$ cat src/rtl/linear_probe_hash_map_assert.svh
// Assertion macros for the linear probe hash map.
`ifndef LINEAR_PROBE_HASH_MAP_ASSERT_SVH
`define LINEAR_PROBE_HASH_MAP_ASSERT_SVH

// Same-cycle implication, quiet during reset.
`define LPHM_ASSERT_NOW(label, ante, cons, msg) \
    label: assert property (@(posedge aclk) disable iff (!aresetn) (ante) |-> (cons)) \
        else $error(msg);

// Next-cycle implication, quiet during reset.
`define LPHM_ASSERT_NEXT(label, ante, cons, msg) \
    label: assert property (@(posedge aclk) disable iff (!aresetn) (ante) |=> (cons)) \
        else $error(msg);

`endif

$ cat src/rtl/lphm_pkg.sv
// Shared codes and controller/datapath interface types for the hash map.
package lphm_pkg;

    localparam logic [1:0] CMD_LOOKUP = 2'd0;
    localparam logic [1:0] CMD_SET    = 2'd1;
    localparam logic [1:0] CMD_REMOVE = 2'd2;

    localparam logic [1:0] ST_OK       = 2'd0;
    localparam logic [1:0] ST_NOTFOUND = 2'd1;
    localparam logic [1:0] ST_FULL     = 2'd2;
    localparam logic [1:0] ST_REFUSED  = 2'd3;

    localparam logic [1:0] MARK_EMPTY = 2'd0;
    localparam logic [1:0] MARK_LIVE  = 2'd1;
    localparam logic [1:0] MARK_TOMB  = 2'd2;

    localparam int HASH_W  = 32;
    localparam int FIELD_W = 32;
    localparam int CNT_W   = 9;

    typedef enum logic [2:0] {
        WR_NONE,
        WR_CLEAR,
        WR_INIT,
        WR_RBCLR,
        WR_UPDATE,
        WR_TOMB,
        WR_INSERT,
        WR_REBUILD
    } wr_sel_t;

    typedef enum logic [1:0] {
        RD_NONE,
        RD_PROBE,
        RD_OLD
    } rd_sel_t;

    typedef struct packed {
        logic       ld_item;
        logic       sweep_step;
        logic       init_table;
        logic       prb_init;
        logic       prb_free;    // probe stops at first non-live slot
        logic       prb_new;     // probe the rebuild bank
        logic       prb_step;
        rd_sel_t    rd_sel;
        wr_sel_t    wr_sel;
        logic       live_inc;
        logic       live_dec;
        logic       vout_load;
        logic       rb_init;
        logic       clr_step;
        logic       rb_step;
        logic       reb_latch;
        logic       rb_commit;
        logic       res_load;
        logic [1:0] res_status;
        logic       res_found;
    } dp_cmd_t;

    typedef struct packed {
        logic sweep_last;
        logic is_set;
        logic is_remove;
        logic size_zero;
        logic prb_hit;
        logic prb_miss;
        logic prb_last;
        logic grow;
        logic shrink;
        logic grow_over;
        logic size_one;
        logic rbclr_last;
        logic rb_last;
        logic rd_live;
        logic out_free;
    } dp_stat_t;

endpackage

$ cat src/rtl/lphm_ctrl.sv
// Controller: sequences clear pass, probes, resize rebuilds and result beats.
module lphm_ctrl (
    input  logic                aclk,
    input  logic                aresetn,
    input  logic                in_valid,
    output logic                in_ready,
    input  lphm_pkg::dp_stat_t  stat,
    output lphm_pkg::dp_cmd_t   cmd
);

    typedef enum logic [15:0] {
        S_SWEEP     = 16'h0001,
        S_IDLE      = 16'h0002,
        S_START     = 16'h0004,
        S_FIND_INIT = 16'h0008,
        S_PRB_RD    = 16'h0010,
        S_PRB_CHK   = 16'h0020,
        S_FIND_END  = 16'h0040,
        S_RSZ       = 16'h0080,
        S_RB_CLR    = 16'h0100,
        S_RB_RD     = 16'h0200,
        S_RB_CHK    = 16'h0400,
        S_REB_END   = 16'h0800,
        S_RB_FIN    = 16'h1000,
        S_FREE_INIT = 16'h2000,
        S_FREE_END  = 16'h4000,
        S_DONE      = 16'h8000
    } state_t;

    typedef enum logic [2:0] {
        PH_FIND = 3'b001,
        PH_FREE = 3'b010,
        PH_REB  = 3'b100
    } phase_t;

    state_t     state_reg, state_next;
    phase_t     phase_reg, phase_next;
    logic       hit_reg, hit_next;
    logic [1:0] st_reg, st_next;
    logic       found_reg, found_next;

    assign in_ready = (state_reg == S_IDLE);

    always_comb begin
        state_next = state_reg;
        phase_next = phase_reg;
        hit_next   = hit_reg;
        st_next    = st_reg;
        found_next = found_reg;
        cmd        = '0;
        cmd.rd_sel = lphm_pkg::RD_NONE;
        cmd.wr_sel = lphm_pkg::WR_NONE;
        cmd.res_status = st_reg;
        cmd.res_found  = found_reg;
        unique case (state_reg)
            S_SWEEP: begin
                cmd.wr_sel     = lphm_pkg::WR_CLEAR;
                cmd.sweep_step = 1'b1;
                if (stat.sweep_last) begin
                    state_next = S_IDLE;
                end
            end
            S_IDLE: begin
                if (in_valid) begin
                    cmd.ld_item = 1'b1;
                    st_next     = lphm_pkg::ST_NOTFOUND;
                    found_next  = 1'b0;
                    state_next  = S_START;
                end
            end
            S_START: begin
                if (!stat.size_zero) begin
                    state_next = S_FIND_INIT;
                end else if (stat.is_set || stat.is_remove) begin
                    cmd.init_table = 1'b1;
                    cmd.wr_sel     = lphm_pkg::WR_INIT;
                    state_next     = S_FIND_INIT;
                end else begin
                    state_next = S_DONE;
                end
            end
            S_FIND_INIT: begin
                cmd.prb_init = 1'b1;
                phase_next   = PH_FIND;
                state_next   = S_PRB_RD;
            end
            S_PRB_RD: begin
                cmd.rd_sel = lphm_pkg::RD_PROBE;
                state_next = S_PRB_CHK;
            end
            S_PRB_CHK: begin
                if (stat.prb_hit || stat.prb_miss || stat.prb_last) begin
                    hit_next = stat.prb_hit;
                    unique case (phase_reg)
                        PH_FIND: state_next = S_FIND_END;
                        PH_FREE: state_next = S_FREE_END;
                        PH_REB:  state_next = S_REB_END;
                        default: state_next = S_FIND_END;
                    endcase
                end else begin
                    cmd.prb_step = 1'b1;
                    state_next   = S_PRB_RD;
                end
            end
            S_FIND_END: begin
                if (stat.is_set) begin
                    if (hit_reg) begin
                        cmd.wr_sel = lphm_pkg::WR_UPDATE;
                        st_next    = lphm_pkg::ST_OK;
                        found_next = 1'b1;
                        state_next = S_DONE;
                    end else begin
                        state_next = S_RSZ;
                    end
                end else if (stat.is_remove) begin
                    if (hit_reg) begin
                        cmd.wr_sel   = lphm_pkg::WR_TOMB;
                        cmd.live_dec = 1'b1;
                        found_next   = 1'b1;
                        state_next   = S_RSZ;
                    end else begin
                        state_next = S_DONE;
                    end
                end else begin
                    if (hit_reg) begin
                        cmd.vout_load = 1'b1;
                        st_next       = lphm_pkg::ST_OK;
                        found_next    = 1'b1;
                    end
                    state_next = S_DONE;
                end
            end
            S_RSZ: begin
                st_next = lphm_pkg::ST_OK;
                if (stat.grow && stat.grow_over) begin
                    st_next    = lphm_pkg::ST_FULL;
                    state_next = S_DONE;
                end else if (!stat.grow && stat.shrink && stat.size_one) begin
                    st_next    = lphm_pkg::ST_REFUSED;
                    state_next = S_DONE;
                end else if (stat.grow || stat.shrink) begin
                    cmd.rb_init = 1'b1;
                    state_next  = S_RB_CLR;
                end else if (stat.is_set) begin
                    state_next = S_FREE_INIT;
                end else begin
                    state_next = S_DONE;
                end
            end
            S_RB_CLR: begin
                cmd.wr_sel   = lphm_pkg::WR_RBCLR;
                cmd.clr_step = 1'b1;
                if (stat.rbclr_last) begin
                    state_next = S_RB_RD;
                end
            end
            S_RB_RD: begin
                cmd.rd_sel = lphm_pkg::RD_OLD;
                state_next = S_RB_CHK;
            end
            S_RB_CHK: begin
                if (stat.rd_live) begin
                    cmd.reb_latch = 1'b1;
                    state_next    = S_RB_FIN;
                    phase_next    = PH_REB;
                    state_next    = S_FREE_INIT;
                end else if (stat.rb_last) begin
                    state_next = S_RB_FIN;
                end else begin
                    cmd.rb_step = 1'b1;
                    state_next  = S_RB_RD;
                end
            end
            S_REB_END: begin
                if (hit_reg) begin
                    cmd.wr_sel = lphm_pkg::WR_REBUILD;
                end
                if (stat.rb_last) begin
                    state_next = S_RB_FIN;
                end else begin
                    cmd.rb_step = 1'b1;
                    state_next  = S_RB_RD;
                end
            end
            S_RB_FIN: begin
                cmd.rb_commit = 1'b1;
                phase_next    = PH_FIND;
                state_next    = stat.is_set ? S_FREE_INIT : S_DONE;
            end
            S_FREE_INIT: begin
                // rebuild moves probe the new bank with the held entry's hash
                cmd.prb_init = 1'b1;
                cmd.prb_free = 1'b1;
                cmd.prb_new  = (phase_reg == PH_REB);
                if (phase_reg != PH_REB) begin
                    phase_next = PH_FREE;
                end
                state_next = S_PRB_RD;
            end
            S_FREE_END: begin
                if (hit_reg) begin
                    cmd.wr_sel   = lphm_pkg::WR_INSERT;
                    cmd.live_inc = 1'b1;
                    st_next      = lphm_pkg::ST_OK;
                end else begin
                    st_next = lphm_pkg::ST_FULL;
                end
                state_next = S_DONE;
            end
            S_DONE: begin
                if (stat.out_free) begin
                    cmd.res_load = 1'b1;
                    state_next   = S_IDLE;
                end
            end
            default: state_next = S_IDLE;
        endcase
    end

    always_ff @(posedge aclk) begin
        if (!aresetn) begin
            state_reg <= S_SWEEP;
            phase_reg <= PH_FIND;
            hit_reg   <= 1'b0;
            st_reg    <= lphm_pkg::ST_OK;
            found_reg <= 1'b0;
        end else begin
            state_reg <= state_next;
            phase_reg <= phase_next;
            hit_reg   <= hit_next;
            st_reg    <= st_next;
            found_reg <= found_next;
        end
    end

endmodule

$ cat config.mk
export PLATFORM = sky130hd
export DESIGN_NAME = lphm_ctrl
export DESIGN_NICKNAME = d
export VERILOG_FILES = /design/src/rtl/linear_probe_hash_map_assert.svh /design/src/rtl/lphm_pkg.sv /design/src/rtl/lphm_ctrl.sv
export SDC_FILE = /design/constraint.sdc
export NUM_CORES = 1
export LEC_CHECK = 0
export ABC_AREA = 1
export ABC_CLOCK_PERIOD_IN_PS = 3100
export BUFFER_PORTS_ARGS = -buffer_cell sky130_fd_sc_hd__clkbuf_2
export CAP_MARGIN = 20
export CELL_PAD_IN_SITES_DETAIL_PLACEMENT = 1
export CELL_PAD_IN_SITES_GLOBAL_PLACEMENT = 1
export CORE_ASPECT_RATIO = 2
export CORE_MARGIN = 3
export CORE_UTILIZATION = 38
export DETAILED_ROUTE_END_ITERATION = 8
export GPL_TIMING_DRIVEN = 1
export HOLD_SLACK_MARGIN = 0.03
export PLACE_DENSITY = 0.92
export RECOVER_POWER = 50
export SLEW_MARGIN = 0
export SYNTH_ARGS = -nofsm -noshare
export SYNTH_HDL_FRONTEND = slang
export SYNTH_SLANG_ARGS = --single-unit
$ cat constraint.sdc
create_clock -name aclk -period 3.1 [get_ports aclk]
set_input_delay 0.31 -clock aclk [delete_from_list [all_inputs] [get_ports aclk]]
set_output_delay 0.31 -clock aclk [all_outputs]
set_load 0.01 [all_outputs]
==> impl_metrics.ini <==
[clocking]
clk_path_buf_depth = 2
root_buffer = clkbuf_8
clkSinkCount = 23
clkSlewWorstSetupHoldPaths_ns = 0.10
cts_setup_buffers = 0
insertion_delay_ns = 0.28
cts_tree = built
numCtsBuffers = 3
cts_hold_buf = 0
h-tree-depth = 1
cts_resized = 0

[sta]
final-hold-violation-count = 0
tns_ns = 0
setup_viol = 0
finalMaxSlewViolations = 0
rsz0062_at_grt = no
worst_pin_slew_ns = 0.508
hold_slack_ns = 0.298
max_freq_ghz = 0.389
finalCritPeriodShare_pct = 83.0
relSlewSlack_pct = 65.9
layout_min_cycle_time_ns = 2.57
clock-skew-final_ns = 0.00821

[synth]
yosys_warnings = 0
synthTopCellsByArea = dfxtp_1 (29%), nor2_1 (13%), nand2_1 (11%)
synth_top_area_share_pct = 28.7
synth-seq-cells = 23
postSynthCellCount = 264
synth_area_leader_cell = dfxtp_1
synth-main-ff-cell = dfxtp_1
async_flop_share_pct = 0
synth_edf_count = 0
synth.distinct_cells = 30
avgSynthCellArea_sq_um = 6.07
synth_area_sq_um = 1600
syn_nets = 282
synth.cells.most_frequent = nor2_1 (54), nand2_1 (48), inv_1 (45), dfxtp_1 (23), nand3_1 (18)
yosysSeqAreaShare_pct = 28.7
yosysMostFrequentCell = nor2_1

[layout]
largest_reg_flops = 16
multi_input_area_sq_um = 880
final_util_pct = 46.6
fin_nets = 324
antenna_cells = 0
seq_area_sq_um = 460
area_delta_synth_final_pct = 15.2
drive_gt1_share_pct = 22.0
num-fill-cells = 574

[die]
dieArea_sq_um = 5080
fp-row-count = 32
initial_core_util_pct = 40.4
coreArea_sq_um = 3960
io_pins = 43
die_y_um = 97.8
die_x_um = 51.9

[placed_design]
io_buffers = 42
place.gp.congestion = 0.895
place_hpwl_um = 4350

[critical_path]
critPathMostFrequentCell = nand2_1
worstPathArrival_ns = 2.26
worstSetupStartpointType = flop
crit_required_ns = 2.79
cp.depth = 6
end_kind = output pin
worst-path-max-fanout = 12
crit_buf_inv = 1
crit_family = simple AND/OR/NAND/NOR gates
criticalPathCategory = reg2out
worstRegToRegCells = 6
max_stage_delay_ns = 0.45
crit_chain = nor2_1, nand2_1, nor2_4, nand2_1, nor3_1, clkbuf_2
slowest_stage = nor3_1

[power_and_ir_drop]
power.density_nw_per_um2 = 323
intPower_mw = 0.421
switching_share_pct = 29.4
ir_drop_mv = 0.209
seq_power_share_pct = 51.0
comb_power_share_pct = 14.5
p_sw_mw = 0.175
p_leak_nw = 1.05
clockPowerShare_pct = 34.5

[route]
drtIter0Drc = 23
routed_wirelength_um = 5160
wl_per_cell_um = 14.5
drc = 0
dr.pass1.iters = 4
post_drt_via_cell_ratio = 5.09
vias = 1813
ant_nets = 0

[run_status]
outcome = complete, no violations

[grt]
track_usage_pct = 21.6
grt_pass1_wl_um = 8310
antenna_found_initial = 0
grt-ovfl-total = 0
grt_max_degree = 15
grt_pass1_vias = 1907

[hold_path]
whs_path_depth = 4
hp-class = in2reg

[run]
maxCapViolations = 0
## routing by layer
metal	GRT usage, %	up-vias	wire length (um)
met1	19.7	848	1800
met3	1.83	27	174
met2	41.6	53	2870
met5	0	-	0
li1	-	885	-
met4	14.1	0	326
## kinds of logic after synthesis
logic type             after synthesis  share of synthesized area [%]
DFF                                 23                           28.7
buffers and inverters               55                           14.1
and+or+nand+nor                    163                           49.3
AOI/OAI and AO/OA                   23                           7.81
## worst paths after layout
path	start	endpoint	slack, ns
max reg2reg	state_reg[8]	state_reg[8]	1.11
max	state_reg[8]	cmd[8]	0.53
min reg2reg	st_reg[1]	st_reg[1]	0.48
min	stat[14]	state_reg[0]	0.30
## power groups by stage
stage / logic, mW / registers (mW) / clock network, mW
detailed placement: 0.0883 / 0.311 / 0
floorplan: 0.0575 / 0.311 / 0
CTS: 0.0888 / 0.304 / 0.206
global placement: 0.0858 / 0.311 / 0
global route: 0.0963 / 0.305 / 0.217
finish: 0.0865 / 0.304 / 0.206
## worst min-delay path: stages
cell and delay [ns]:
clkbuf_2 0.08, inv_1 0.04, nand2_1 0.07, nand2_1 0.06
## cells in the final DEF, fill, tap and decap left out, types with 2 or more instances in the layout
master,Yosys,routed
dfxtp_1,23,23
nand3b_1,2,2
nor3_1,5,6
nand2_1,48,52
nand2_2,11,8
nor2_1,54,57
nand3_1,18,19
nand2_4,3,2
inv_1,45,46
inv_2,5,4
o21ai_1,4,2
nand4_1,2,2
o21ai_0,9,11
clkbuf_2,0,39
clkbuf_8,0,3
clkbuf_1,1,3
nor2_4,5,5
nor2_2,7,4
a21oi_1,7,8
## area by class of cell
cell class | instances | share of cell area (%)
Sequential cell | 23 | 24.9
Timing Repair Buffer | 42 | 11.2
Inverter | 50 | 10.2
Clock inverter | 1 | 0.407
Multi-Input combinational cell | 186 | 47.6
Tap cell | 51 | 3.46
Clock buffer | 3 | 2.24
## per-stage QoR
stage | setup slack [ns] | cell area [sq um] | power, mW | std cells
floorplan | 1.38 | 1600 | 0.369 | 264
global placement | 1.22 | 1840 | 0.397 | 352
detailed placement | 1.09 | 1840 | 0.399 | 352
CTS | 0.782 | 1890 | 0.599 | 356
global route | 0.433 | 1850 | 0.619 | 356
finish | 0.527 | 1850 | 0.596 | 356
Power figures use the tool's default switching activity.
